### src/rtl/msre_pkg.sv
// ---------------------------------------------------------------------------
// msre_pkg
// shared widths, codes, reset constants and saturation helpers of the
// ramp envelope unit
// ---------------------------------------------------------------------------
package msre_pkg;

  localparam int MAX_SEGMENTS  = 8;
  localparam int SEG_BITS      = $clog2(MAX_SEGMENTS);
  localparam int COUNT_BITS    = 4;
  localparam int SAMPLE_BITS   = 16;
  localparam int LENGTH_BITS   = 24;
  localparam int LVL_BITS      = 24;
  localparam int LVL_FRAC      = 20;
  localparam int RATE_BITS     = 48;
  localparam int RATE_SHIFT    = 24;
  localparam int END_BITS      = 27;
  localparam int TIME_BITS     = END_BITS + 1;
  localparam int MUL_A_BITS    = RATE_BITS;
  localparam int MUL_B_BITS    = TIME_BITS;
  localparam int PROD_BITS     = MUL_A_BITS + MUL_B_BITS;
  localparam int DIFF_BITS     = LVL_BITS + 1;
  localparam int DIVD_BITS     = DIFF_BITS + RATE_SHIFT;
  localparam int VSUM_BITS     = 53;
  localparam int IN_DATA_BITS  = 72;
  localparam int OUT_DATA_BITS = 72;
  localparam int CFG_IDX_BITS  = 1;

  typedef enum logic [1:0] {
    OP_TICK    = 2'd0,
    OP_KEY_ON  = 2'd1,
    OP_KEY_OFF = 2'd2,
    OP_LOAD    = 2'd3
  } op_t;

  typedef enum logic [1:0] {
    PH_IDLE = 2'd0,
    PH_RAMP = 2'd1,
    PH_REL  = 2'd2
  } phase_t;

  localparam logic [CFG_IDX_BITS-1:0] REG_SEGMENT_COUNT = 1'b0;
  localparam logic [CFG_IDX_BITS-1:0] REG_START_LEVEL   = 1'b1;

  localparam logic signed [LVL_BITS-1:0]  SEG0_TARGET = 24'sh100000;
  localparam logic [LENGTH_BITS-1:0]      SEG0_LENGTH = 24'd1000;
  localparam logic [END_BITS-1:0]         SEG0_END    = 27'd1000;
  localparam logic signed [RATE_BITS-1:0] SEG0_RATE   = 48'sd17592186044;
  localparam logic [LENGTH_BITS-1:0]      REL_LENGTH_RST = 24'd1000;
  localparam logic [END_BITS-1:0]         END_MAX     = {END_BITS{1'b1}};

  typedef logic signed [LVL_BITS-1:0]  level_t;
  typedef logic signed [RATE_BITS-1:0] rate_t;

  typedef struct packed {
    logic                  start;
    logic [MUL_A_BITS-1:0] a;
    logic [MUL_B_BITS-1:0] b;
  } mul_req_t;

  typedef struct packed {
    logic                   start;
    logic [DIVD_BITS-1:0]   dividend;
    logic [LENGTH_BITS-1:0] divisor;
  } div_req_t;

  function automatic level_t sat_level(input logic signed [VSUM_BITS-1:0] v);
    logic signed [VSUM_BITS-1:0] hi;
    logic signed [VSUM_BITS-1:0] lo;
    hi = VSUM_BITS'(2 ** (LVL_BITS - 1) - 1);
    lo = -hi - VSUM_BITS'(1);
    if (v > hi) return level_t'(hi);
    else if (v < lo) return level_t'(lo);
    return level_t'(v);
  endfunction

  function automatic logic [SAMPLE_BITS-1:0] sat_sample(input logic signed [21:0] v);
    logic signed [21:0] hi;
    logic signed [21:0] lo;
    hi = 22'(2 ** (SAMPLE_BITS - 1) - 1);
    lo = -hi - 22'sd1;
    if (v > hi) return SAMPLE_BITS'(hi);
    else if (v < lo) return SAMPLE_BITS'(lo);
    return SAMPLE_BITS'(v);
  endfunction

endpackage

### src/rtl/msre_mul.sv
// ---------------------------------------------------------------------------
// msre_mul
// unsigned shift-add multiplier, one multiplier bit per cycle
// ---------------------------------------------------------------------------
module msre_mul (
  input  logic                               clk,
  input  logic                               rst,
  input  msre_pkg::mul_req_t                 req,
  output logic                               done,
  output logic [msre_pkg::PROD_BITS-1:0]     prod
);
  import msre_pkg::*;

  localparam int CNT_BITS = $clog2(MUL_B_BITS);
  localparam logic [CNT_BITS-1:0] LAST = CNT_BITS'(MUL_B_BITS - 1);

  logic [MUL_A_BITS-1:0] mcand;
  logic [CNT_BITS-1:0]   cnt;
  logic                  run;
  logic [MUL_A_BITS:0]   sum;

  assign sum = {1'b0, prod[PROD_BITS-1:MUL_B_BITS]} +
               (prod[0] ? {1'b0, mcand} : '0);

  always_ff @(posedge clk) begin
    if (rst) begin
      run  <= 1'b0;
      done <= 1'b0;
    end else begin
      done <= 1'b0;
      if (req.start) begin
        prod  <= {{MUL_A_BITS{1'b0}}, req.b};
        mcand <= req.a;
        cnt   <= '0;
        run   <= 1'b1;
      end else if (run) begin
        prod <= {sum, prod[MUL_B_BITS-1:1]};
        cnt  <= cnt + 1'b1;
        if (cnt == LAST) begin
          run  <= 1'b0;
          done <= 1'b1;
        end
      end
    end
  end

endmodule

### src/rtl/msre_div.sv
// ---------------------------------------------------------------------------
// msre_div
// unsigned restoring divider, one quotient bit per cycle
// ---------------------------------------------------------------------------
module msre_div (
  input  logic                           clk,
  input  logic                           rst,
  input  msre_pkg::div_req_t             req,
  output logic                           done,
  output logic [msre_pkg::DIVD_BITS-1:0] quo
);
  import msre_pkg::*;

  localparam int CNT_BITS = $clog2(DIVD_BITS);
  localparam logic [CNT_BITS-1:0] LAST = CNT_BITS'(DIVD_BITS - 1);

  logic [LENGTH_BITS-1:0] dvsr;
  logic [LENGTH_BITS-1:0] rem;
  logic [CNT_BITS-1:0]    cnt;
  logic                   run;
  logic [LENGTH_BITS:0]   shifted;
  logic [LENGTH_BITS:0]   trial;
  logic                   ge;

  assign shifted = {rem, quo[DIVD_BITS-1]};
  assign ge      = shifted >= {1'b0, dvsr};
  assign trial   = shifted - {1'b0, dvsr};

  always_ff @(posedge clk) begin
    if (rst) begin
      run  <= 1'b0;
      done <= 1'b0;
    end else begin
      done <= 1'b0;
      if (req.start) begin
        quo  <= req.dividend;
        dvsr <= req.divisor;
        rem  <= '0;
        cnt  <= '0;
        run  <= 1'b1;
      end else if (run) begin
        rem <= ge ? trial[LENGTH_BITS-1:0] : shifted[LENGTH_BITS-1:0];
        quo <= {quo[DIVD_BITS-2:0], ge};
        cnt <= cnt + 1'b1;
        if (cnt == LAST) begin
          run  <= 1'b0;
          done <= 1'b1;
        end
      end
    end
  end

endmodule

### src/rtl/multi_segment_ramp_envelope_unit.sv
// ---------------------------------------------------------------------------
// multi_segment_ramp_envelope_unit
// breakpoint ramp envelope that scales a sample stream
// ---------------------------------------------------------------------------
// usage: items arrive on s_t* with the operation in s_tuser; each item gives
// exactly one result on m_t*. the configuration channel writes the segment
// count (index 0) or the start level (index 1) between items.
// one item is in work at a time; s_tready is low until its result sits in
// the output register, which then waits for m_tready while the next item is
// already taken in.
// work per item: an idle tick skips the segment reads, a ramp tick makes two
// passes of the shared shift-add multiplier, a release tick one pass, and key
// on, key off and segment loads one pass of the shared restoring divider. a
// start level write keeps the block busy while segment 0's rate is redone.
// reset loads segment 0 with a unit ramp (target 1.0 over 1000 samples) and
// the release length 1000; other segments hold nothing meaningful until
// loaded.
// a stalled receiver holds the result in m_tdata; no result is lost.
// ---------------------------------------------------------------------------
module multi_segment_ramp_envelope_unit (
  input  logic                                  clk,
  input  logic                                  rst,
  input  logic                                  s_tvalid,
  output logic                                  s_tready,
  // sample_in, seg_index, level_value, duration, use_level
  input  logic [msre_pkg::IN_DATA_BITS-1:0]     s_tdata,
  // op
  input  logic [1:0]                            s_tuser,
  output logic                                  m_tvalid,
  input  logic                                  m_tready,
  // sample_out, level, phase, segment, total_duration
  output logic [msre_pkg::OUT_DATA_BITS-1:0]    m_tdata,
  input  logic                                  cfg_valid,
  output logic                                  cfg_ready,
  input  logic [msre_pkg::CFG_IDX_BITS-1:0]     cfg_index,
  input  logic [msre_pkg::LVL_BITS-1:0]         cfg_data
);
  import msre_pkg::*;

  typedef enum logic [2:0] {
    S_IDLE, S_RD0, S_RD1, S_MUL1, S_LVL, S_MUL2, S_DIV, S_DONE
  } state_t;

  state_t state;
  op_t    op;
  logic signed [SAMPLE_BITS-1:0] smp;
  logic [SEG_BITS-1:0]    idx;
  level_t                 lv;
  logic [LENGTH_BITS-1:0] dur;
  logic                   is_cfg;

  logic [COUNT_BITS-1:0]  count;
  level_t                 level;
  level_t                 base;
  phase_t                 phase;
  logic [SEG_BITS-1:0]    seg;
  logic [END_BITS-1:0]    elapsed;
  rate_t                  rel_rate;
  logic [LENGTH_BITS-1:0] rel_len;
  rate_t                  rel_acc;

  level_t                 tgt_mem  [MAX_SEGMENTS];
  logic [LENGTH_BITS-1:0] len_mem  [MAX_SEGMENTS];
  logic [END_BITS-1:0]    end_mem  [MAX_SEGMENTS];
  rate_t                  rate_mem [MAX_SEGMENTS];

  logic [SEG_BITS-1:0]    rd_addr;
  logic [SEG_BITS-1:0]    a0;
  logic [SEG_BITS-1:0]    a1;
  level_t                 h0_tgt;
  logic [END_BITS-1:0]    h0_end;
  level_t                 h1_tgt;
  rate_t                  h1_rate;
  logic [END_BITS-1:0]    h1_end;
  logic [LENGTH_BITS-1:0] h1_len;

  logic                   ramp_neg;
  logic                   div_neg;
  logic                   scale_neg;
  logic [END_BITS-1:0]    total;
  logic [SAMPLE_BITS-1:0] sample_o;
  logic                   o_valid;
  logic [OUT_DATA_BITS-1:0] o_data;

  mul_req_t               mul_req;
  logic                   mul_done;
  logic [PROD_BITS-1:0]   prod;
  div_req_t               div_req;
  logic                   div_done;
  logic [DIVD_BITS-1:0]   quo;

  // field unpack
  logic signed [SAMPLE_BITS-1:0] in_smp;
  logic [SEG_BITS-1:0]    in_idx;
  level_t                 in_lv;
  logic [LENGTH_BITS-1:0] in_dur;
  logic                   in_use;
  op_t                    in_op;

  assign in_smp = s_tdata[15:0];
  assign in_idx = s_tdata[18:16];
  assign in_lv  = s_tdata[42:19];
  assign in_dur = s_tdata[66:43];
  assign in_use = s_tdata[67];
  assign in_op  = op_t'(s_tuser);

  assign cfg_ready = (state == S_IDLE);
  assign s_tready  = (state == S_IDLE) && !cfg_valid;
  assign m_tvalid  = o_valid;
  assign m_tdata   = o_data;

  logic [COUNT_BITS-1:0] cnt_eff;
  always_comb begin
    if (count == '0) cnt_eff = COUNT_BITS'(1);
    else if (count > COUNT_BITS'(MAX_SEGMENTS)) cnt_eff = COUNT_BITS'(MAX_SEGMENTS);
    else cnt_eff = count;
  end

  logic [SEG_BITS-1:0] last_seg;
  assign last_seg = SEG_BITS'(cnt_eff - 1'b1);
  assign rd_addr  = (state == S_RD0) ? a0 : a1;

  // ramp operands
  logic signed [TIME_BITS-1:0] t_val;
  logic [TIME_BITS-1:0]        t_mag;
  logic [RATE_BITS-1:0]        r_mag;
  logic                        r_neg;
  rate_t                       cur_rate;
  assign cur_rate = rate_mem[rd_addr];
  assign t_val = $signed({1'b0, elapsed}) -
                 ((seg != '0) ? $signed({1'b0, h0_end}) : $signed(TIME_BITS'(0)));
  assign t_mag = t_val[TIME_BITS-1] ? TIME_BITS'(-t_val) : TIME_BITS'(t_val);
  assign r_neg = cur_rate[RATE_BITS-1];
  assign r_mag = r_neg ? RATE_BITS'(-cur_rate) : RATE_BITS'(cur_rate);

  // level after the ramp multiply
  logic [VSUM_BITS-1:0]        m_zx;
  logic signed [VSUM_BITS-1:0] v_start;
  logic signed [VSUM_BITS-1:0] v_sum;
  logic signed [VSUM_BITS-1:0] v_tgt;
  logic signed [VSUM_BITS-1:0] v_clip;
  level_t                      ramp_lvl;
  assign m_zx    = VSUM_BITS'(prod[PROD_BITS-2:RATE_SHIFT]);
  assign v_start = (seg == '0) ? VSUM_BITS'(base) : VSUM_BITS'(h0_tgt);
  assign v_sum   = ramp_neg ? v_start - $signed(m_zx) : v_start + $signed(m_zx);
  assign v_tgt   = VSUM_BITS'(h1_tgt);
  always_comb begin
    v_clip = v_sum;
    if (!h1_rate[RATE_BITS-1] && v_sum > v_tgt) v_clip = v_tgt;
    if (h1_rate[RATE_BITS-1] && v_sum < v_tgt) v_clip = v_tgt;
  end
  assign ramp_lvl = sat_level(v_clip);

  logic [END_BITS-1:0] elapsed_inc;
  assign elapsed_inc = (elapsed == END_MAX) ? elapsed : elapsed + 1'b1;

  // release step
  logic signed [RATE_BITS:0]   rel_sum;
  logic signed [RATE_BITS:0]   rel_goal;
  rate_t                       rel_new;
  level_t                      rel_lvl;
  assign rel_goal = (RATE_BITS+1)'(base) <<< RATE_SHIFT;
  assign rel_sum  = (RATE_BITS+1)'(rel_acc) + (RATE_BITS+1)'(rel_rate);
  always_comb begin
    rel_new = RATE_BITS'(rel_sum);
    if (rel_rate > 0 && rel_sum > rel_goal) rel_new = RATE_BITS'(rel_goal);
    if (rel_rate < 0 && rel_sum < rel_goal) rel_new = RATE_BITS'(rel_goal);
  end
  assign rel_lvl = rel_new[RATE_BITS-1:RATE_SHIFT];

  // scale multiply operands
  level_t                  scale_lvl;
  logic [LVL_BITS-1:0]     lvl_mag;
  logic [SAMPLE_BITS:0]    smp_mag;
  logic signed [SAMPLE_BITS:0] smp_x;
  assign scale_lvl = (state == S_LVL) ? ramp_lvl : rel_lvl;
  assign lvl_mag   = scale_lvl[LVL_BITS-1] ? LVL_BITS'(-scale_lvl) : LVL_BITS'(scale_lvl);
  assign smp_x     = (SAMPLE_BITS+1)'(smp);
  assign smp_mag   = smp_x[SAMPLE_BITS] ? (SAMPLE_BITS+1)'(-smp_x) : (SAMPLE_BITS+1)'(smp_x);

  // scaled result
  logic signed [41:0] p_signed;
  logic [SAMPLE_BITS-1:0] scaled;
  assign p_signed = scale_neg ? -$signed({1'b0, prod[40:0]}) : $signed({1'b0, prod[40:0]});
  assign scaled   = sat_sample(p_signed[41:LVL_FRAC]);

  logic [SAMPLE_BITS-1:0] idle_value;
  assign idle_value = sat_sample(22'(base >>> (LVL_FRAC - (SAMPLE_BITS - 1))));

  // rate division operands
  logic signed [DIFF_BITS-1:0] diff;
  logic [DIFF_BITS-1:0]        diff_mag;
  logic [LENGTH_BITS-1:0]      divisor;
  logic [LENGTH_BITS-1:0]      load_len;
  logic [END_BITS:0]           load_end;
  assign load_len = (dur == '0) ? LENGTH_BITS'(1) : dur;
  assign load_end = ((idx == '0) ? '0 : {1'b0, h0_end}) + (END_BITS+1)'(load_len);
  always_comb begin
    if (is_cfg) begin
      diff    = DIFF_BITS'(tgt_mem[a1]) - DIFF_BITS'(base);
      divisor = len_mem[a1];
    end else begin
      unique case (op)
        OP_KEY_ON: begin
          diff    = DIFF_BITS'(tgt_mem[a1]) - DIFF_BITS'(level);
          divisor = len_mem[a1];
        end
        OP_KEY_OFF: begin
          diff    = DIFF_BITS'(base) - DIFF_BITS'(level);
          divisor = rel_len;
        end
        OP_LOAD: begin
          diff    = DIFF_BITS'(lv) - ((idx == '0) ? DIFF_BITS'(base) : DIFF_BITS'(h0_tgt));
          divisor = load_len;
        end
        default: begin
          diff    = '0;
          divisor = load_len;
        end
      endcase
    end
  end
  assign diff_mag = diff[DIFF_BITS-1] ? DIFF_BITS'(-diff) : DIFF_BITS'(diff);

  logic div_start;
  assign div_start = (state == S_RD1) && (is_cfg || op != OP_TICK);
  assign div_req.start    = div_start;
  assign div_req.dividend = {diff_mag, {RATE_SHIFT{1'b0}}};
  assign div_req.divisor  = (divisor == '0) ? LENGTH_BITS'(1) : divisor;

  // saturated signed rate from the quotient
  localparam logic [DIVD_BITS-1:0] Q_POS_MAX = DIVD_BITS'(2 ** (RATE_BITS - 1) - 1);
  rate_t new_rate;
  logic [DIVD_BITS-1:0] quo_neg;
  assign quo_neg = -quo;
  always_comb begin
    if (!div_neg) new_rate = (quo > Q_POS_MAX) ? RATE_BITS'(Q_POS_MAX) : RATE_BITS'(quo);
    else if (quo > Q_POS_MAX + 1'b1) new_rate = rate_t'({1'b1, {(RATE_BITS-1){1'b0}}});
    else new_rate = quo_neg[RATE_BITS-1:0];
  end

  logic mul_ramp_start;
  logic mul_scale_start;
  assign mul_ramp_start  = (state == S_RD1) && !is_cfg && op == OP_TICK && phase == PH_RAMP;
  assign mul_scale_start = (state == S_LVL) ||
                           ((state == S_RD1) && !is_cfg && op == OP_TICK && phase == PH_REL);
  always_comb begin
    mul_req.start = mul_ramp_start || mul_scale_start;
    if (mul_ramp_start) begin
      mul_req.a = r_mag;
      mul_req.b = t_mag;
    end else begin
      mul_req.a = MUL_A_BITS'(lvl_mag);
      mul_req.b = MUL_B_BITS'(smp_mag);
    end
  end

  msre_mul u_mul (.clk(clk), .rst(rst), .req(mul_req), .done(mul_done), .prod(prod));
  msre_div u_div (.clk(clk), .rst(rst), .req(div_req), .done(div_done), .quo(quo));

  // segment store, entry 0 has a defined reset value
  always_ff @(posedge clk) begin
    if (rst) begin
      tgt_mem[0]  <= SEG0_TARGET;
      len_mem[0]  <= SEG0_LENGTH;
      end_mem[0]  <= SEG0_END;
      rate_mem[0] <= SEG0_RATE;
    end else begin
      if (state == S_RD1 && !is_cfg && op == OP_LOAD) begin
        tgt_mem[idx] <= lv;
        len_mem[idx] <= load_len;
        end_mem[idx] <= load_end[END_BITS] ? END_MAX : load_end[END_BITS-1:0];
      end
      if (state == S_DIV && div_done && (is_cfg || op != OP_KEY_OFF)) begin
        rate_mem[(is_cfg || op == OP_KEY_ON) ? SEG_BITS'(0) : idx] <= new_rate;
      end
    end
  end

  always_ff @(posedge clk) begin
    if (rst) begin
      state    <= S_IDLE;
      count    <= COUNT_BITS'(1);
      level    <= '0;
      base     <= '0;
      phase    <= PH_IDLE;
      seg      <= '0;
      elapsed  <= END_BITS'(1);
      rel_rate <= '0;
      rel_len  <= REL_LENGTH_RST;
      rel_acc  <= '0;
      is_cfg   <= 1'b0;
      o_valid  <= 1'b0;
    end else begin
      if (m_tready) o_valid <= 1'b0;
      unique case (state)
        S_IDLE: begin
          if (cfg_valid) begin
            if (cfg_index == REG_SEGMENT_COUNT) begin
              count <= cfg_data[COUNT_BITS-1:0];
            end else begin
              level  <= level_t'(cfg_data);
              base   <= level_t'(cfg_data);
              is_cfg <= 1'b1;
              a0     <= '0;
              a1     <= '0;
              state  <= S_RD0;
            end
          end else if (s_tvalid) begin
            op       <= in_op;
            smp      <= in_smp;
            idx      <= in_idx;
            lv       <= in_lv;
            dur      <= in_dur;
            is_cfg   <= 1'b0;
            sample_o <= '0;
            total    <= '0;
            state    <= S_RD0;
            unique case (in_op)
              OP_TICK: begin
                a0 <= seg - 1'b1;
                a1 <= seg;
                if (phase == PH_IDLE) begin
                  sample_o <= idle_value;
                  state    <= S_DONE;
                end
              end
              OP_KEY_ON: begin
                if (in_use) level <= in_lv;
                base    <= in_use ? in_lv : level;
                elapsed <= END_BITS'(1);
                phase   <= PH_RAMP;
                seg     <= '0;
                a0      <= last_seg;
                a1      <= '0;
              end
              OP_KEY_OFF: begin
                if (in_use) base <= in_lv;
                if (in_dur != '0) rel_len <= in_dur;
                elapsed <= END_BITS'(1);
                phase   <= PH_REL;
                rel_acc <= RATE_BITS'(level) <<< RATE_SHIFT;
                a0      <= '0;
                a1      <= '0;
              end
              OP_LOAD: begin
                a0 <= in_idx - 1'b1;
                a1 <= in_idx;
              end
            endcase
          end
        end
        S_RD0: begin
          h0_tgt <= tgt_mem[rd_addr];
          h0_end <= end_mem[rd_addr];
          state  <= S_RD1;
        end
        S_RD1: begin
          h1_tgt  <= tgt_mem[rd_addr];
          h1_rate <= cur_rate;
          h1_end  <= end_mem[rd_addr];
          h1_len  <= len_mem[rd_addr];
          div_neg <= diff[DIFF_BITS-1];
          if (div_start) begin
            state <= S_DIV;
            if (!is_cfg && op == OP_KEY_ON) total <= h0_end;
            if (!is_cfg && op == OP_KEY_OFF) total <= END_BITS'(rel_len);
          end else if (phase == PH_RAMP) begin
            ramp_neg <= r_neg ^ t_val[TIME_BITS-1];
            state    <= S_MUL1;
          end else begin
            rel_acc   <= rel_new;
            level     <= rel_lvl;
            elapsed   <= elapsed_inc;
            scale_neg <= rel_lvl[LVL_BITS-1] ^ smp[SAMPLE_BITS-1];
            state     <= S_MUL2;
          end
        end
        S_MUL1: begin
          if (mul_done) state <= S_LVL;
        end
        S_LVL: begin
          level     <= ramp_lvl;
          elapsed   <= elapsed_inc;
          scale_neg <= ramp_lvl[LVL_BITS-1] ^ smp[SAMPLE_BITS-1];
          if ((COUNT_BITS'(seg) + 1'b1) < cnt_eff && elapsed_inc >= h1_end) seg <= seg + 1'b1;
          state <= S_MUL2;
        end
        S_MUL2: begin
          if (mul_done) begin
            sample_o <= scaled;
            state    <= S_DONE;
          end
        end
        S_DIV: begin
          if (div_done) begin
            if (!is_cfg && op == OP_KEY_OFF) rel_rate <= new_rate;
            state <= is_cfg ? S_IDLE : S_DONE;
          end
        end
        S_DONE: begin
          if (!o_valid || m_tready) begin
            o_valid <= 1'b1;
            o_data  <= {total, seg, phase, level, sample_o};
            state   <= S_IDLE;
          end
        end
        default: state <= S_IDLE;
      endcase
    end
  end

endmodule

### config.mk
export PLATFORM = sky130hd
export DESIGN_NAME = multi_segment_ramp_envelope_unit
export DESIGN_NICKNAME = d
export VERILOG_FILES = /design/src/rtl/msre_pkg.sv /design/src/rtl/msre_mul.sv /design/src/rtl/msre_div.sv /design/src/rtl/multi_segment_ramp_envelope_unit.sv
export SDC_FILE = /design/constraint.sdc
export NUM_CORES = 2
export LEC_CHECK = 0
export BUFFER_PORTS_ARGS = -buffer_cell sky130_fd_sc_hd__clkbuf_2
export CAP_MARGIN = 10
export CORE_UTILIZATION = 30
export DETAILED_ROUTE_END_ITERATION = 8
export PLACE_DENSITY_LB_ADDON = 0.25
export SLEW_MARGIN = 20
export SYNTH_ARGS = -nofsm -noshare
export SYNTH_HDL_FRONTEND = slang
export SYNTH_SLANG_ARGS = --single-unit
export TNS_END_PERCENT = 50
### constraint.sdc
create_clock -name clk -period 30.7 [get_ports clk]
set_clock_uncertainty 0.1 [all_clocks]
set_input_delay 0 -clock clk [delete_from_list [all_inputs] [get_ports clk]]
set_output_delay 0 -clock clk [all_outputs]
set_load 0.005 [all_outputs]
==> impl_results.rst <==
.. list-table::
   :header-rows: 1

   * - Metric
     - Value
   * - Run status
     - finished, final reports clean
   * - Row cnt
     - 205
   * - Crit-path slowest cell
     - sky130_fd_sc_hd__nor4_1
   * - Avg Cell Area, Syn
     - 11.6 um^2
   * - Power density over the cells
     - 74.4 nW/um^2
   * - Synthesized netlist cell count
     - 8,149
   * - Via count normalized by instance count
     - 5.40
   * - Worst setup EP type
     - flop
   * - Overall power of the completed layout
     - 8.07 mW
   * - Flip-flop and latch count after synthesis
     - 1,728
   * - Commonest non-fill, non-tap cells in the layout
     - 1,512 x sky130_fd_sc_hd__edfxtp_1, 760 x sky130_fd_sc_hd__nor2_1, 668 x sky130_fd_sc_hd__nand2_1
   * - Post-synthesis to final-layout area growth
     - 15.1%
   * - Initial core utilization
     - 30.2%
   * - Cell type with the largest total area after synthesis
     - sky130_fd_sc_hd__edfxtp_1
   * - Initial antenna violation count
     - 33
   * - Clk root buf
     - sky130_fd_sc_hd__clkbuf_16
   * - Leakage power figure
     - 38.0 nW
   * - Worst Hold Margin
     - 0.109 ns
   * - Dominant cells by area after synthesis
     - sky130_fd_sc_hd__edfxtp_1 48%, sky130_fd_sc_hd__mux4_2 7.0%, sky130_fd_sc_hd__ha_1 5.7%, sky130_fd_sc_hd__dfxtp_1 4.6%, sky130_fd_sc_hd__a21oi_1 3.1%
   * - Yosys warning total
     - 0
   * - Initial DRC Count
     - 6,766
   * - TritonCTS Buffers
     - 200
   * - Core Footprint
     - 312,000 um^2
   * - Worst slack after detailed placement
     - 18.06 ns
   * - Clock sinks
     - 1,728
   * - DRT antenna net count
     - 0
   * - Height of the die
     - 562 um
   * - Number of pins with negative max-slew slack in the final report
     - 0
   * - Port buffer count
     - 174
   * - GP Congestion
     - 0.966
   * - Maximum Capacitance Violations
     - 0
   * - Worst min path class
     - primary input to flop
   * - Via count of the first global-routing pass
     - 66,721
   * - Final sum of negative setup slack
     - 0 ns
   * - Overall Global Routing Usage
     - 20.2%
   * - Routed via count
     - 68,761
   * - Overall die area
     - 316,000 um^2
   * - Non-Filler Cell Area, Final
     - 108,000 um^2
   * - Tightest Pin Transition
     - 1.19 ns
   * - Cell mode on critical path
     - sky130_fd_sc_hd__nand2_1
   * - Critical path data arrival time
     - 13.40 ns
   * - Maximum vdd ir drop
     - 0.0445 mV
   * - Global-route wire length before repair
     - 470 mm
   * - Largest incremental delay on the critical path
     - 0.63 ns
   * - Number of enable flip-flop cells after synthesis
     - 1,512
   * - Layout cell share with drive strength beyond 1
     - 13.1%
   * - H-tree Lvls
     - 4
   * - Most frequent standard cell in the layout excluding fill and tap cells
     - sky130_fd_sc_hd__edfxtp_1
   * - Final period demand of the worst path
     - 12.96 ns
   * - Synth unique cells
     - 104
   * - Fraction of the yosys area taken by sequential cells
     - 52.8%
   * - Share of the synthesized area in the top cell type
     - 48.2%
   * - Share of async-settable or async-resettable flops after synthesis
     - 0%
   * - Kind of critical path
     - flop to flop
   * - First-pass iteration count of the detailed router
     - 8
   * - Final nets
     - 8,960
   * - Post-placement cell area
     - 100,000 um^2
   * - Routed length per placed instance
     - 25.7 um
   * - Die span in x
     - 562 um
   * - Final worst-path setup slack
     - 17.74 ns
   * - Top achievable clock speed
     - 77.2 MHz
   * - CTS resizes
     - 0
   * - Synthesized net count
     - 8,689
   * - Wirelength, routed
     - 328 mm
   * - Max clock buf depth
     - 4
   * - Ports placed on the boundary
     - 179
   * - Flip-flop cell with the highest count after synthesis
     - sky130_fd_sc_hd__edfxtp_1
   * - Overall overflow remaining after global route
     - 0
   * - Setup Viol. Count Final
     - 0
   * - Post-route clock period utilization
     - 42.2%
   * - Req. time, crit path
     - 31.14 ns
   * - Unrepaired setup endpoints after global routing
     - false
   * - Detailed-placement wirelength estimate
     - 238 mm
   * - Maximum number of pins on one net before global-route repair
     - 146
   * - Number of hold violations in the final report
     - 0
   * - Worst relative slew slack
     - 19.6%
   * - Drt drc
     - 0
   * - Clock insertion delay at the later pin of the skew report
     - 0.87 ns
   * - CTS tree
     - built
   * - Critical-path maximum fanout
     - 32
   * - Post-Synthesis Cell Area
     - 94,200 um^2
   * - Clock-pin slew on the worst setup and hold paths
     - 0.06 ns
   * - Kind of launch point of the worst setup path
     - flop
[state kept, by name, summed over array words and instances, names as in the netlist, 48 cells and up, named ones only]
name,flops
rate_mem,384
end_mem,216
len_mem,192
tgt_mem,192
u_mul.prod,76
m_tdata,72
u_div.quo,49
rel_acc,48
rel_rate,48
u_mul.mcand,48
[per-layer routing]
layer	wire (um)	part of all wire [%]	vias up	GRT usage, %
li1	-	-	31271	-
met1	139000	42	34557	26.4
met2	155000	47	2339	33.7
met3	17800	5.4	578	2.48
met4	15100	4.6	16	8.39
met5	120	0.037	-	0
[metrics by stage]
stage               cells  util, %
floorplan            8149        -
global placement    12177     32.1
detailed placement  12177     32.1
CTS                 12721     34.7
global route        12730     34.7
finish              12738     34.7
[final cells by class]
| class | count | area, um^2 |
|---|---|---|
| Antenna cell | 16 | 40.0 |
| Clock buffer | 242 | 5190 |
| Clock inverter | 122 | 1280 |
| Fill cell | 30741 | 204000 |
| Inverter | 283 | 1060 |
| Multi-Input combinational cell | 5720 | 42200 |
| Sequential cell | 1728 | 49700 |
| Tap cell | 4140 | 5180 |
| Timing Repair Buffer | 487 | 3710 |
[synth_stat cells (16+ instances only)]
| master | number |
|---|---|
| sky130_fd_sc_hd__a211oi_1 | 91 |
| sky130_fd_sc_hd__a21boi_0 | 32 |
| sky130_fd_sc_hd__a21o_1 | 105 |
| sky130_fd_sc_hd__a21oi_1 | 585 |
| sky130_fd_sc_hd__a221oi_1 | 20 |
| sky130_fd_sc_hd__a22oi_1 | 51 |
| sky130_fd_sc_hd__a311oi_1 | 40 |
| sky130_fd_sc_hd__a31o_2 | 16 |
| sky130_fd_sc_hd__a31oi_1 | 84 |
| sky130_fd_sc_hd__a41oi_1 | 16 |
| sky130_fd_sc_hd__and2_1 | 171 |
| sky130_fd_sc_hd__and3_1 | 69 |
| sky130_fd_sc_hd__and4_1 | 16 |
| sky130_fd_sc_hd__buf_1 | 46 |
| sky130_fd_sc_hd__buf_2 | 24 |
| sky130_fd_sc_hd__clkbuf_1 | 345 |
| sky130_fd_sc_hd__dfxtp_1 | 216 |
| sky130_fd_sc_hd__edfxtp_1 | 1512 |
| sky130_fd_sc_hd__ha_1 | 427 |
| sky130_fd_sc_hd__inv_1 | 280 |
| sky130_fd_sc_hd__mux2_2 | 93 |
| sky130_fd_sc_hd__mux2i_1 | 183 |
| sky130_fd_sc_hd__mux4_2 | 294 |
| sky130_fd_sc_hd__nand2_1 | 672 |
| sky130_fd_sc_hd__nand2b_1 | 85 |
| sky130_fd_sc_hd__nand3_1 | 141 |
| sky130_fd_sc_hd__nand4_1 | 69 |
| sky130_fd_sc_hd__nor2_1 | 772 |
| sky130_fd_sc_hd__nor2b_1 | 69 |
| sky130_fd_sc_hd__nor3_1 | 156 |
| sky130_fd_sc_hd__nor3b_1 | 18 |
| sky130_fd_sc_hd__nor4_1 | 81 |
| sky130_fd_sc_hd__o211ai_1 | 40 |
| sky130_fd_sc_hd__o21a_1 | 60 |
| sky130_fd_sc_hd__o21ai_0 | 428 |
| sky130_fd_sc_hd__o21bai_1 | 31 |
| sky130_fd_sc_hd__o22ai_1 | 41 |
| sky130_fd_sc_hd__o31a_1 | 17 |
| sky130_fd_sc_hd__o31ai_1 | 45 |
| sky130_fd_sc_hd__or2_2 | 32 |
| sky130_fd_sc_hd__or3_1 | 44 |
| sky130_fd_sc_hd__xnor2_1 | 270 |
| sky130_fd_sc_hd__xor2_1 | 160 |
[final timing paths]
path | startpoint | to | slack (ns) | cells past startpoint
setup / recovery | u_mul.prod[24]$_DFFE_PP_ | u_mul.mcand[18]$_DFFE_PP_ | 17.74 | 46
hold / removal | rst | rel_len[4]$_SDFFE_PP0P_ | 0.11 | 3
setup reg to reg | u_mul.prod[24]$_DFFE_PP_ | u_mul.mcand[18]$_DFFE_PP_ | 17.74 | 46
hold reg to reg | total[4]$_SDFFCE_PN0P_ | m_tdata[49]$_DFFE_PP_ | 0.29 | 0
[critical path, delay by kind of cell (launching register included)]
family,cells,cell delay [ns]
simple gates,23,5.82
compound gates,15,3.45
fa+ha+maj,3,1.26
xor+xnor,3,0.90
buf+inv,2,0.61
flops,1,0.48
[cell families after synthesis]
logic type / synth area share [%]
xor+xnor: 4.02
flops: 52.8
simple gates: 12.2
buf+inv: 2.84
compound gates: 12.2
mux: 10.1
fa+ha+maj: 5.86
[report_power, final]
part           internal (mW)  total [mW]  switching [mW]
Clock                   1.40        2.40            1.00
Combinational          0.979        2.72            1.74
Sequential              2.75        2.94           0.197
Total                   5.12        8.07            2.94
[what timing repair did]
action                                 in CTS  in global routing
buffers inserted                            0                  0
hold buffers                              180                  0
endpoints found under the hold margin     169                  0
No activity file was read; power rests on OpenSTA's default activity.
